===== src/rtl/ipv4_header_check_top_macros.svh =====
// assertion macros shared by the ipv4 header check rtl
`ifndef IPV4_HEADER_CHECK_TOP_MACROS_SVH
`define IPV4_HEADER_CHECK_TOP_MACROS_SVH

// same-cycle implication, sampled on clk, off during rst
`define IHC_ASSERT_NOW(lbl, ante, cons, msg) \
  lbl: assert property (@(posedge clk) disable iff (rst) (ante) |-> (cons)) else $error(msg);

// next-cycle implication, sampled on clk, off during rst
`define IHC_ASSERT_NEXT(lbl, ante, cons, msg) \
  lbl: assert property (@(posedge clk) disable iff (rst) (ante) |=> (cons)) else $error(msg);

`endif


===== src/rtl/ihc_pkg.sv =====
// types and constants of the ipv4 header check
`default_nettype none

package ihc_pkg;

  // frame byte counter
  localparam int unsigned CntW   = 17;
  localparam logic [CntW-1:0] CntMax = 17'h1ffff;

  // byte offsets of the captured header fields
  localparam logic [CntW-1:0] OFS_VER_IHL   = 17'd0;
  localparam logic [CntW-1:0] OFS_TOTAL_HI  = 17'd2;
  localparam logic [CntW-1:0] OFS_TOTAL_LO  = 17'd3;
  localparam logic [CntW-1:0] OFS_FRAG_HI   = 17'd6;
  localparam logic [CntW-1:0] OFS_FRAG_LO   = 17'd7;
  localparam logic [CntW-1:0] OFS_PROTO     = 17'd9;
  localparam logic [CntW-1:0] OFS_SRC_FIRST = 17'd12;
  localparam logic [CntW-1:0] OFS_SRC_LAST  = 17'd15;
  localparam logic [CntW-1:0] OFS_DST_FIRST = 17'd16;
  localparam logic [CntW-1:0] OFS_DST_LAST  = 17'd19;

  // header field values
  localparam logic [3:0]  VERSION_V4       = 4'd4;
  localparam logic [3:0]  VERSION_V6       = 4'd6;
  localparam logic [CntW-1:0] MIN_HDR_BYTES = 17'd20;
  localparam int unsigned FRAG_MF_BIT      = 13;
  localparam logic [15:0] FRAG_OFFSET_MASK = 16'h1fff;
  localparam logic [7:0]  PROTO_ICMP       = 8'd1;
  localparam logic [7:0]  PROTO_TCP        = 8'd6;
  localparam logic [7:0]  PROTO_UDP        = 8'd17;

  typedef enum logic [3:0] {
    ST_OK            = 4'd0,
    ST_BAD_VERSION   = 4'd1,
    ST_IPV6          = 4'd2,
    ST_SHORT         = 4'd3,
    ST_BAD_HDR_LEN   = 4'd4,
    ST_BAD_TOTAL     = 4'd5,
    ST_TRUNCATED     = 4'd6,
    ST_FRAGMENT      = 4'd7,
    ST_UNKNOWN_PROTO = 4'd8
  } status_t;

  typedef enum logic [1:0] {
    HND_ICMP = 2'd0,
    HND_TCP  = 2'd1,
    HND_UDP  = 2'd2
  } handler_t;

  // header fields as captured so far
  typedef struct packed {
    logic [7:0]  version_ihl;
    logic [15:0] total_len;
    logic [15:0] frag_word;
    logic [7:0]  proto_byte;
    logic [31:0] src_addr;
    logic [31:0] dst_addr;
  } hdr_fields_t;

  // one verdict
  typedef struct packed {
    status_t     status;
    handler_t    handler;
    logic [5:0]  header_bytes;
    logic [16:0] payload_bytes;
    logic        trailing_bytes;
    logic [31:0] source_addr;
    logic [31:0] dest_addr;
  } verdict_t;

endpackage

`default_nettype wire


===== src/rtl/ipv4_header_check_top.sv =====
// top level of the ipv4 header check: byte capture, counter and verdict register
//
//  channel  dir  width  contents
//  s_*      in   8+1    frame byte in tdata, final byte flagged by tlast
//  m_*      out  96     one verdict per frame, fields packed in tdata
//
// one frame byte is taken every cycle while the verdict register is free or drained
// the verdict is registered and appears in the cycle after the final byte; capture and checks happen in the same cycle
// rst clears the byte counter, the captured fields and the verdict valid
// a held verdict stalls input only while m_tready is low
`default_nettype none

module ipv4_header_check_top (
  input  wire logic        clk,
  input  wire logic        rst,
  input  wire logic        s_tvalid,
  output logic             s_tready,
  input  wire logic [7:0]  s_tdata,   // [7:0] data_byte
  input  wire logic        s_tlast,   // frame_end
  output logic             m_tvalid,
  input  wire logic        m_tready,
  output logic [95:0]      m_tdata    // status, handler, header_bytes, payload_bytes,
                                      // trailing_bytes, source_addr, dest_addr, pad
);

  `include "ipv4_header_check_top_macros.svh"

  logic                     accept;
  logic [ihc_pkg::CntW-1:0] byte_count;
  logic [ihc_pkg::CntW-1:0] byte_count_next;
  ihc_pkg::hdr_fields_t     fields;
  ihc_pkg::hdr_fields_t     fields_next;
  ihc_pkg::verdict_t        verdict_next;
  ihc_pkg::verdict_t        result;

  // place one byte into a big-endian word
  function automatic logic [31:0] put_byte(input logic [31:0] word, input logic [1:0] lane,
                                           input logic [7:0] b);
    logic [31:0] w;
    w = word;
    case (lane)
      2'd0:    w[31:24] = b;
      2'd1:    w[23:16] = b;
      2'd2:    w[15:8]  = b;
      2'd3:    w[7:0]   = b;
      default: w = word;
    endcase
    return w;
  endfunction

  assign s_tready = !m_tvalid || m_tready;
  assign accept   = s_tvalid && s_tready;

  // header capture for the current byte
  always_comb begin
    fields_next = fields;
    case (byte_count) inside
      ihc_pkg::OFS_VER_IHL:  fields_next.version_ihl     = s_tdata;
      ihc_pkg::OFS_TOTAL_HI: fields_next.total_len[15:8] = s_tdata;
      ihc_pkg::OFS_TOTAL_LO: fields_next.total_len[7:0]  = s_tdata;
      ihc_pkg::OFS_FRAG_HI:  fields_next.frag_word[15:8] = s_tdata;
      ihc_pkg::OFS_FRAG_LO:  fields_next.frag_word[7:0]  = s_tdata;
      ihc_pkg::OFS_PROTO:    fields_next.proto_byte      = s_tdata;
      [ihc_pkg::OFS_SRC_FIRST:ihc_pkg::OFS_SRC_LAST]:
        fields_next.src_addr = put_byte(fields.src_addr, byte_count[1:0], s_tdata);
      [ihc_pkg::OFS_DST_FIRST:ihc_pkg::OFS_DST_LAST]:
        fields_next.dst_addr = put_byte(fields.dst_addr, byte_count[1:0], s_tdata);
      default: ;
    endcase
  end

  // saturating frame length including this byte
  assign byte_count_next = (byte_count == ihc_pkg::CntMax) ? ihc_pkg::CntMax
                                                           : byte_count + 1'b1;

  ihc_verdict u_verdict (
    .fields    (fields_next),
    .frame_len (byte_count_next),
    .verdict   (verdict_next)
  );

  // frame state, cleared after the final byte
  always_ff @(posedge clk) begin
    if (rst) begin
      byte_count <= '0;
      fields     <= '0;
    end else if (accept) begin
      if (s_tlast) begin
        byte_count <= '0;
        fields     <= '0;
      end else begin
        byte_count <= byte_count_next;
        fields     <= fields_next;
      end
    end
  end

  // verdict register
  always_ff @(posedge clk) begin
    if (rst) begin
      m_tvalid <= 1'b0;
    end else if (accept && s_tlast) begin
      m_tvalid <= 1'b1;
    end else if (m_tready) begin
      m_tvalid <= 1'b0;
    end
  end

  always_ff @(posedge clk) begin
    if (accept && s_tlast) begin
      result <= verdict_next;
    end
  end

  assign m_tdata = {2'b00, result.dest_addr, result.source_addr, result.trailing_bytes,
                    result.payload_bytes, result.header_bytes, result.handler, result.status};

  // checks
  `IHC_ASSERT_NEXT(a_final_byte_gives_verdict, accept && s_tlast, m_tvalid, "no verdict after final byte")
  `IHC_ASSERT_NEXT(a_count_clears_after_frame, accept && s_tlast, byte_count == '0, "byte count not cleared")
  `IHC_ASSERT_NEXT(a_no_spurious_verdict, accept && !s_tlast && (!m_tvalid || m_tready), !m_tvalid, "verdict without final byte")
  `IHC_ASSERT_NOW(a_handler_only_when_ok, m_tvalid && result.status != ihc_pkg::ST_OK, result.handler == ihc_pkg::HND_ICMP, "handler set on failed frame")

endmodule

`default_nettype wire


===== src/rtl/ihc_verdict.sv =====
// verdict logic: header checks, handler choice and payload length
`default_nettype none

module ihc_verdict (
  input  wire ihc_pkg::hdr_fields_t        fields,
  input  wire logic [ihc_pkg::CntW-1:0]   frame_len,
  output ihc_pkg::verdict_t                verdict
);

  logic [3:0]               version;
  logic [5:0]               hdr_bytes;
  logic [ihc_pkg::CntW-1:0] hdr_bytes_ext;
  logic [ihc_pkg::CntW-1:0] total_ext;
  logic                     is_fragment;

  // decoded header fields
  assign version       = fields.version_ihl[7:4];
  assign hdr_bytes     = {fields.version_ihl[3:0], 2'b00};
  assign hdr_bytes_ext = {{(ihc_pkg::CntW-6){1'b0}}, hdr_bytes};
  assign total_ext     = {1'b0, fields.total_len};
  assign is_fragment   = fields.frag_word[ihc_pkg::FRAG_MF_BIT] ||
                         ((fields.frag_word & ihc_pkg::FRAG_OFFSET_MASK) != 16'd0);

  // checks in priority order; lengths and addresses given whatever the status
  always_comb begin
    verdict.status         = ihc_pkg::ST_OK;
    verdict.handler        = ihc_pkg::HND_ICMP;
    verdict.header_bytes   = hdr_bytes;
    verdict.payload_bytes  = (frame_len >= hdr_bytes_ext) ? (frame_len - hdr_bytes_ext)
                                                          : '0;
    verdict.trailing_bytes = (frame_len > total_ext);
    verdict.source_addr    = fields.src_addr;
    verdict.dest_addr      = fields.dst_addr;
    if (version != ihc_pkg::VERSION_V4) begin
      verdict.status = (version == ihc_pkg::VERSION_V6) ? ihc_pkg::ST_IPV6
                                                        : ihc_pkg::ST_BAD_VERSION;
    end else if (frame_len < ihc_pkg::MIN_HDR_BYTES) begin
      verdict.status = ihc_pkg::ST_SHORT;
    end else if (hdr_bytes_ext < ihc_pkg::MIN_HDR_BYTES || frame_len < hdr_bytes_ext) begin
      verdict.status = ihc_pkg::ST_BAD_HDR_LEN;
    end else if (total_ext < hdr_bytes_ext) begin
      verdict.status = ihc_pkg::ST_BAD_TOTAL;
    end else if (frame_len < total_ext) begin
      verdict.status = ihc_pkg::ST_TRUNCATED;
    end else if (is_fragment) begin
      verdict.status = ihc_pkg::ST_FRAGMENT;
    end else begin
      case (fields.proto_byte)
        ihc_pkg::PROTO_ICMP: verdict.handler = ihc_pkg::HND_ICMP;
        ihc_pkg::PROTO_TCP:  verdict.handler = ihc_pkg::HND_TCP;
        ihc_pkg::PROTO_UDP:  verdict.handler = ihc_pkg::HND_UDP;
        default:             verdict.status  = ihc_pkg::ST_UNKNOWN_PROTO;
      endcase
    end
  end

endmodule

`default_nettype wire


===== config.mk =====
export PLATFORM = sky130hd
export DESIGN_NAME = ipv4_header_check_top
export DESIGN_NICKNAME = d
export VERILOG_FILES = /design/src/rtl/ihc_pkg.sv /design/src/rtl/ipv4_header_check_top.sv /design/src/rtl/ihc_verdict.sv
export VERILOG_INCLUDE_DIRS = /design/src /design/src/rtl
export SDC_FILE = /design/constraint.sdc
export NUM_CORES = 1
export LEC_CHECK = 0
export BUFFER_PORTS_ARGS = -buffer_cell sky130_fd_sc_hd__buf_4
export CELL_PAD_IN_SITES_DETAIL_PLACEMENT = 2
export CELL_PAD_IN_SITES_GLOBAL_PLACEMENT = 2
export CORE_ASPECT_RATIO = 0.8
export CORE_MARGIN = 2
export CORE_UTILIZATION = 38
export CTS_CLUSTER_SIZE = 14
export DETAILED_ROUTE_END_ITERATION = 7
export PLACE_DENSITY = 0.79
export SLEW_MARGIN = 10
export SYNTH_ARGS = -nofsm -noshare
export SYNTH_HDL_FRONTEND = slang
export SYNTH_SLANG_ARGS = --single-unit

===== constraint.sdc =====
create_clock -name clk -period 5.64 [get_ports clk]
set_input_delay 1.128 -clock clk [delete_from_list [all_inputs] [get_ports clk]]
set_output_delay 1.128 -clock clk [all_outputs]
set_load 0.1 [all_outputs]

==> impl_metrics.csv, run 1 <==
group,metric,value,unit
synthesis,async_flop_share,0,%
synthesis,yosysTopAreaCell,"edfxtp_1",
synthesis,dominantRegCellSynth,"dfxtp_1",
pwr,irDropWorstVdd,200,uV
sta,tns,0,ns
status,status,"finished, final reports clean",
place,gp_congestion,0.851,
synthesis,synthMostInstantiatedCell,"nor2_1",
worst_setup_path,cp_max_fo,16,
routing,antenna_left,0,
synthesis,synth.top_cells.by_count,"nor2_1, dfxtp_1, a22oi_1",
clocking,htreeDepth,1,
routing,drt_iter0_drc,606,
final_layout,diodes,0,
sta,slew_headroom,26.5,%
pwr,leakagePower,0.00489,uW
floorplan,core_area,27200,um^2
sta,setup_viol_count_final,0,
floorplan,die_h,153,um
grt,grt_antenna_before_repair,0,
hold_path,hold_path_depth,2,
floorplan,rows,54,
sta,finClkSkew,0.00958,ns
worst_setup_path,cp_slowest_cell,"dfxtp_1",
clocking,clk_pin_slew,0.06,ns
place,numPortBuffers,106,
flow_run,cap_violations,0,
synthesis,yosys.area.top_type_share,26.3,%
clocking,cts_made_buffers,24,
clocking,cts_resized,0,
synthesis,syn_area_per_cell,10.0,um^2
clocking,clkLatencyLatePin,0.52,ns
sta,fin_crit,5.01,ns
grt,grt_use_total,24.9,%
grt,globalRoute.totalOverflow,0,
final_layout,area_growth,17.5,%
worst_setup_path,crit_path_end_kind,"flop",
routing,via_per_inst,5.79,
floorplan,ios,111,
synthesis,ys_ff_latch,220,
clocking,holdBufCountCts,0,
floorplan,dieWidth,190,um
sta,worst_pin_slew,1.10,ns
sta,fmax,200,MHz
sta,final-hold-violation-count,0,
routing,wl_per_cell,23.9,um
worst_setup_path,start_kind,"flop",
routing,drc,0,
synthesis,synthCells,1048,
grt,grt_max_degree,96,
routing,wirelength,36100,um
clocking,clockBufferDepth,3,
clocking,clock-sinks,220,
synthesis,seq_area_frac_synth,50.7,%
worst_setup_path,r2r_end,"m_tdata[13]",
grt,grt_pass1_vias,9287,
worst_setup_path,critical_path_class,"reg -> reg",
synthesis,synth_edf_count,92,
grt,grt_pass1_wl,56000,um
final_layout,final_nets,1166,
final_layout,fillCellCount,2866,
final_layout,final_cells,1506,
synthesis,ys_types,70,
sta,period_share,88.9,%
worst_setup_path,worstPathCellList,"ha_1, nand3_1, nor2_1, nand2_1, o21ai_0, ha_1, nor2b_1, o21a_1, o21ai_0, and4b_1, nor3b_2, o31a_4, a21oi_1",
floorplan,die_area,29000,um^2
worst_setup_path,slowest_delay,0.54,ns
worst_setup_path,cp.arrival,5.26,ns
clocking,cts_tree,"done",
hold_path,worst_hold_path_type,"reg -> reg",
worst_setup_path,cp.required,5.89,ns
sta,hold-worst-slack,0.509,ns
routing,dr.pass1.iters,5,
final_layout,drive_gt1_share,20.3,%
worst_setup_path,critPathBufInv,0,
clocking,post_cts.repair.setup_buffers,0,
hold_path,min_from,"fields[109]",
hold_path,holdPathEnd,"fields[109]",
worst_setup_path,r2r-start,"byte_count[0]",
synthesis,syn_area,10500,um^2
routing,num_vias,8725,
floorplan,initial_core_util,38.6,%
clocking,root_buffer,"clkbuf_16",
sta,final_max_slew_viol_count,0,
worst_setup_path,r2r_slack,0.63,ns
worst_setup_path,crit_family,"simple AND/OR/NAND/NOR gates",
pwr,power_density,301,nW/um^2
worst_setup_path,startpoint,"byte_count[0]",
synthesis,synth_warnings,0,
place,hpwl,24400,um
place,dp.cells,1463,
sta,rsz0062_at_grt,"no",
worst_setup_path,reg2reg_depth,13,
synthesis,netlist_top_cells_area,"edfxtp_1, dfxtp_1, a22oi_1, nor2_1, mux2_2",
logic make-up (layout without fill, tap and decap cells):
| family | after synthesis | in the layout | synth area share (%) |
|---|---|---|---|
| other cells | 1 | 4 | 0.0357 |
| compound gates | 228 | 228 | 14.8 |
| simple gates | 394 | 394 | 18.5 |
| buf+inv | 86 | 177 | 3.44 |
| fa+ha+maj | 28 | 28 | 3.41 |
| mux | 70 | 70 | 7.29 |
| xor+xnor | 21 | 21 | 1.75 |
| flops | 220 | 220 | 50.7 |
power breakdown:
group	switching, uW	internal [uW]	total [uW]
registers	12.8	1690	1700
logic	360	81.3	441
clock network	636	940	1580
area by class of cell:
class                   count  area (um^2)  area share (%)
clock buffers              36          697            5.65
multi-input cells         745         4840            39.2
repair buffers            115          876            7.10
inverters                  19         72.6           0.588
clock inverters             7         81.3           0.659
well taps                 364          455            3.69
flip-flops and latches    220         5330            43.1
metal layers:
| metal | up-vias | part of all wire, % | global-route usage, % |
|---|---|---|---|
| li1 | 3993 | - | - |
| met4 | 0 | 1.9 | 5.32 |
| met5 | - | 0 | 0 |
| met1 | 4463 | 47 | 35.2 |
| met2 | 214 | 47 | 40.2 |
| met3 | 55 | 5.0 | 3.87 |
layout by cell type (no fill, tap or decap), types with 9 or more instances in the layout:
cell type | netlist | layout
nor2_1 | 185 | 184
dfxtp_1 | 128 | 128
buf_4 | 4 | 114
a22oi_1 | 111 | 111
edfxtp_1 | 92 | 92
nand2_1 | 68 | 67
mux2_2 | 52 | 52
o21ai_0 | 38 | 38
a21oi_1 | 33 | 33
ha_1 | 27 | 27
clkbuf_16 | 0 | 25
mux2i_1 | 18 | 18
nand3_1 | 17 | 17
nand4_1 | 17 | 17
inv_1 | 18 | 17
nor3_1 | 15 | 15
xnor2_1 | 13 | 13
nor2b_1 | 13 | 13
nor4_1 | 12 | 12
or2_2 | 10 | 10
a21o_1 | 9 | 9
flip-flops by register name (all words and copies together) (netlist names):
name	count
byte_count	17
fields	110
m_tdata	92
m_tvalid	1
worst register-to-register path, stage by stage, from the launching register on:
cell and delay (ns):
dfxtp_1 0.54, ha_1 0.46, nand3_1 0.28, nor2_1 0.44, nand2_1 0.44, o21ai_0 0.45, ha_1 0.38, nor2b_1 0.14
o21a_1 0.17, o21ai_0 0.20, and4b_1 0.36, nor3b_2 0.47, o31a_4 0.35, a21oi_1 0.07
worst max-delay path by stage:
stage,endpoint,slack (ns),cells past startpoint
finish,m_tdata[13],0.63,13
global route,m_tdata[12],0.20,13
CTS,m_tdata[13],0.72,13
detailed placement,m_tdata[13],0.72,13
global placement,m_tdata[15],1.03,13
floorplan,m_tdata[0],0.90,5
per-stage QoR:
step	utilization [%]	setup slack [ns]	power, uW	instance area [um^2]
2_1_floorplan	-	0.905	2060	10500
3_3_place_gp	42.5	1.03	2170	11600
3_5_place_dp	42.5	0.725	2170	11600
4_1_cts	45.3	0.718	3740	12300
5_1_grt	45.3	0.198	3830	12300
6_report	45.3	0.628	3720	12300
Power figures use the tool's default switching activity.
==> run 2, diff against run 1 <==
--- a/config.mk
+++ b/config.mk
@@ -14,8 +14,8 @@
 export CORE_UTILIZATION = 38
 export CTS_CLUSTER_SIZE = 14
 export DETAILED_ROUTE_END_ITERATION = 7
-export PLACE_DENSITY = 0.79
-export SLEW_MARGIN = 10
+export PLACE_DENSITY = 0.84
+export SLEW_MARGIN = 20
 export SYNTH_ARGS = -nofsm -noshare
 export SYNTH_HDL_FRONTEND = slang
 export SYNTH_SLANG_ARGS = --single-unit
==> impl_metrics.csv, run 2 (synthesized netlist as in run 1, its figures left out) <==
group,metric,value,unit
final_layout,regArea,5330,um^2
place,numPortBuffers,106,
grt,grt_use_total,24.8,%
flow_run,cap_violations,0,
sta,setup_viol_count_final,0,
routing,wirelength,35600,um
floorplan,dieWidth,190,um
sta,tns,0,ns
grt,grt_pass1_wl,56300,um
pwr,p_int,2720,uW
routing,drc,0,
sta,worst_pin_slew,1.07,ns
routing,num_vias,8682,
pwr,p_seq_share,45.2,%
worst_setup_path,slowest_delay,0.63,ns
pwr,p_total,3760,uW
worst_setup_path,critical_path_class,"reg -> reg",
final_layout,final_common_cell,"nor2_1",
grt,globalRoute.totalOverflow,0,
pwr,combPwrFrac,11.8,%
worst_setup_path,crit_path_end_kind,"flop",
status,status,"finished, final reports clean",
pwr,leakagePower,0.00488,uW
floorplan,initial_core_util,38.6,%
sta,fin_crit,4.72,ns
worst_setup_path,cp_slowest_cell,"and4_1",
final_layout,multi_input_area,4840,um^2
clocking,post_cts.repair.setup_buffers,0,
pwr,p_sw_share,27.6,%
hold_path,hold_path_depth,2,
sta,hold-worst-slack,0.488,ns
clocking,cts_resized,0,
worst_setup_path,start_kind,"flop",
floorplan,core_area,27200,um^2
worst_setup_path,worstPathCellList,"inv_1, ha_1, nor4b_1, and4_1, mux2_2, inv_1, ha_1, nor2b_1, o21a_1, o21ai_0, and4b_1, nor3b_2, o31a_4, a21oi_1",
final_layout,fin_util,45.3,%
place,gp_congestion,0.874,
final_layout,largest_reg_flops,110,
place,hpwl,24300,um
final_layout,diodes,0,
pwr,irDropWorstVdd,237,uV
sta,fmax,212,MHz
final_layout,mostFrequentLayoutCells,"nor2_1, dfxtp_1, buf_4",
worst_setup_path,cp.arrival,4.99,ns
routing,wl_per_cell,23.7,um
routing,drt_iter0_drc,567,
hold_path,worst_hold_path_type,"reg -> reg",
clocking,clockBufferDepth,3,
clocking,clock-sinks,220,
sta,finClkSkew,0.00818,ns
pwr,power_density,304,nW/um^2
sta,final-hold-violation-count,0,
routing,antenna_left,0,
floorplan,ios,111,
sta,period_share,83.7,%
clocking,htreeDepth,1,
worst_setup_path,reg2reg_depth,14,
final_layout,fin_area,12300,um^2
sta,slew_headroom,27.7,%
clocking,cts_made_buffers,24,
worst_setup_path,cp.required,5.91,ns
grt,grt_antenna_before_repair,0,
floorplan,rows,54,
place,placed_cell_area,11500,um^2
final_layout,area_growth,17.5,%
routing,via_per_inst,5.77,
clocking,holdBufCountCts,0,
final_layout,fillCellCount,2845,
clocking,clkLatencyLatePin,0.53,ns
grt,grt_pass1_vias,9382,
final_layout,drive_gt1_share,20.6,%
pwr,clkPwrFrac,43.0,%
sta,final_max_slew_viol_count,0,
final_layout,regMostFlops,"fields",
pwr,power_switching,1040,uW
floorplan,die_h,153,um
routing,dr.pass1.iters,4,
floorplan,die_area,29000,um^2
final_layout,final_nets,1163,
clocking,clk_pin_slew,0.06,ns
sta,rsz0062_at_grt,"no",
clocking,root_buffer,"clkbuf_16",
worst_setup_path,cp_max_fo,16,
clocking,cts_tree,"done",
grt,grt_max_degree,76,
run 2: cell types whose count changed in the layout (fill, tap and decap cells not counted), sizes merged:
cell	before	now
clkbuf	36	32
buf	115	112
clkinvlp	0	3
clkinv	7	9
run 2: per-layer routing:
metal / wire (um) / track usage [%]
met1: 16800 / 35.0
met2: 16500 / 40.1
met3: 1500 / 3.41
met4: 782 / 5.98
met5: 0 / 0
run 2: final timing paths:
check	startpoint	to	slack, ns
setup / recovery	byte_count[0]	m_tdata[20]	0.92
hold / removal	fields[109]	fields[109]	0.49
setup reg to reg	byte_count[0]	m_tdata[20]	0.92
hold reg to reg	fields[109]	fields[109]	0.49
run 2: power groups by stage:
stage | Combinational (uW) | Sequential (uW) | Clock [uW]
2_1_floorplan | 145 | 1910 | 0
3_3_place_gp | 434 | 1730 | 0
3_5_place_dp | 441 | 1730 | 0
4_1_cts | 443 | 1700 | 1650
5_1_grt | 462 | 1700 | 1710
6_report | 443 | 1700 | 1610
run 2: metrics by stage:
step / setup WS [ns] / instances
5_1_grt: 0.675 / 1504
4_1_cts: 0.983 / 1504
3_3_place_gp: 1.25 / 1460
6_report: 0.920 / 1504
3_5_place_dp: 1.02 / 1460
2_1_floorplan: 0.905 / 1051
run 2: final cells by class:
cell class | count | area share, %
repair buffers | 112 | 6.81
well taps | 364 | 3.69
multi-input cells | 745 | 39.2
clock inverters | 12 | 0.922
clock buffers | 32 | 5.62
inverters | 19 | 0.588
flip-flops and latches | 220 | 43.1
run 2: critical path: cells and delay by family, from the launching register on:
family,cells,cell delay [ns]
muxes,1,0.42
AOI/OAI and AO/OA,4,0.82
DFF,1,0.43
buffers and inverters,2,0.32
adders and majority gates,2,0.55
and+or+nand+nor,5,1.92
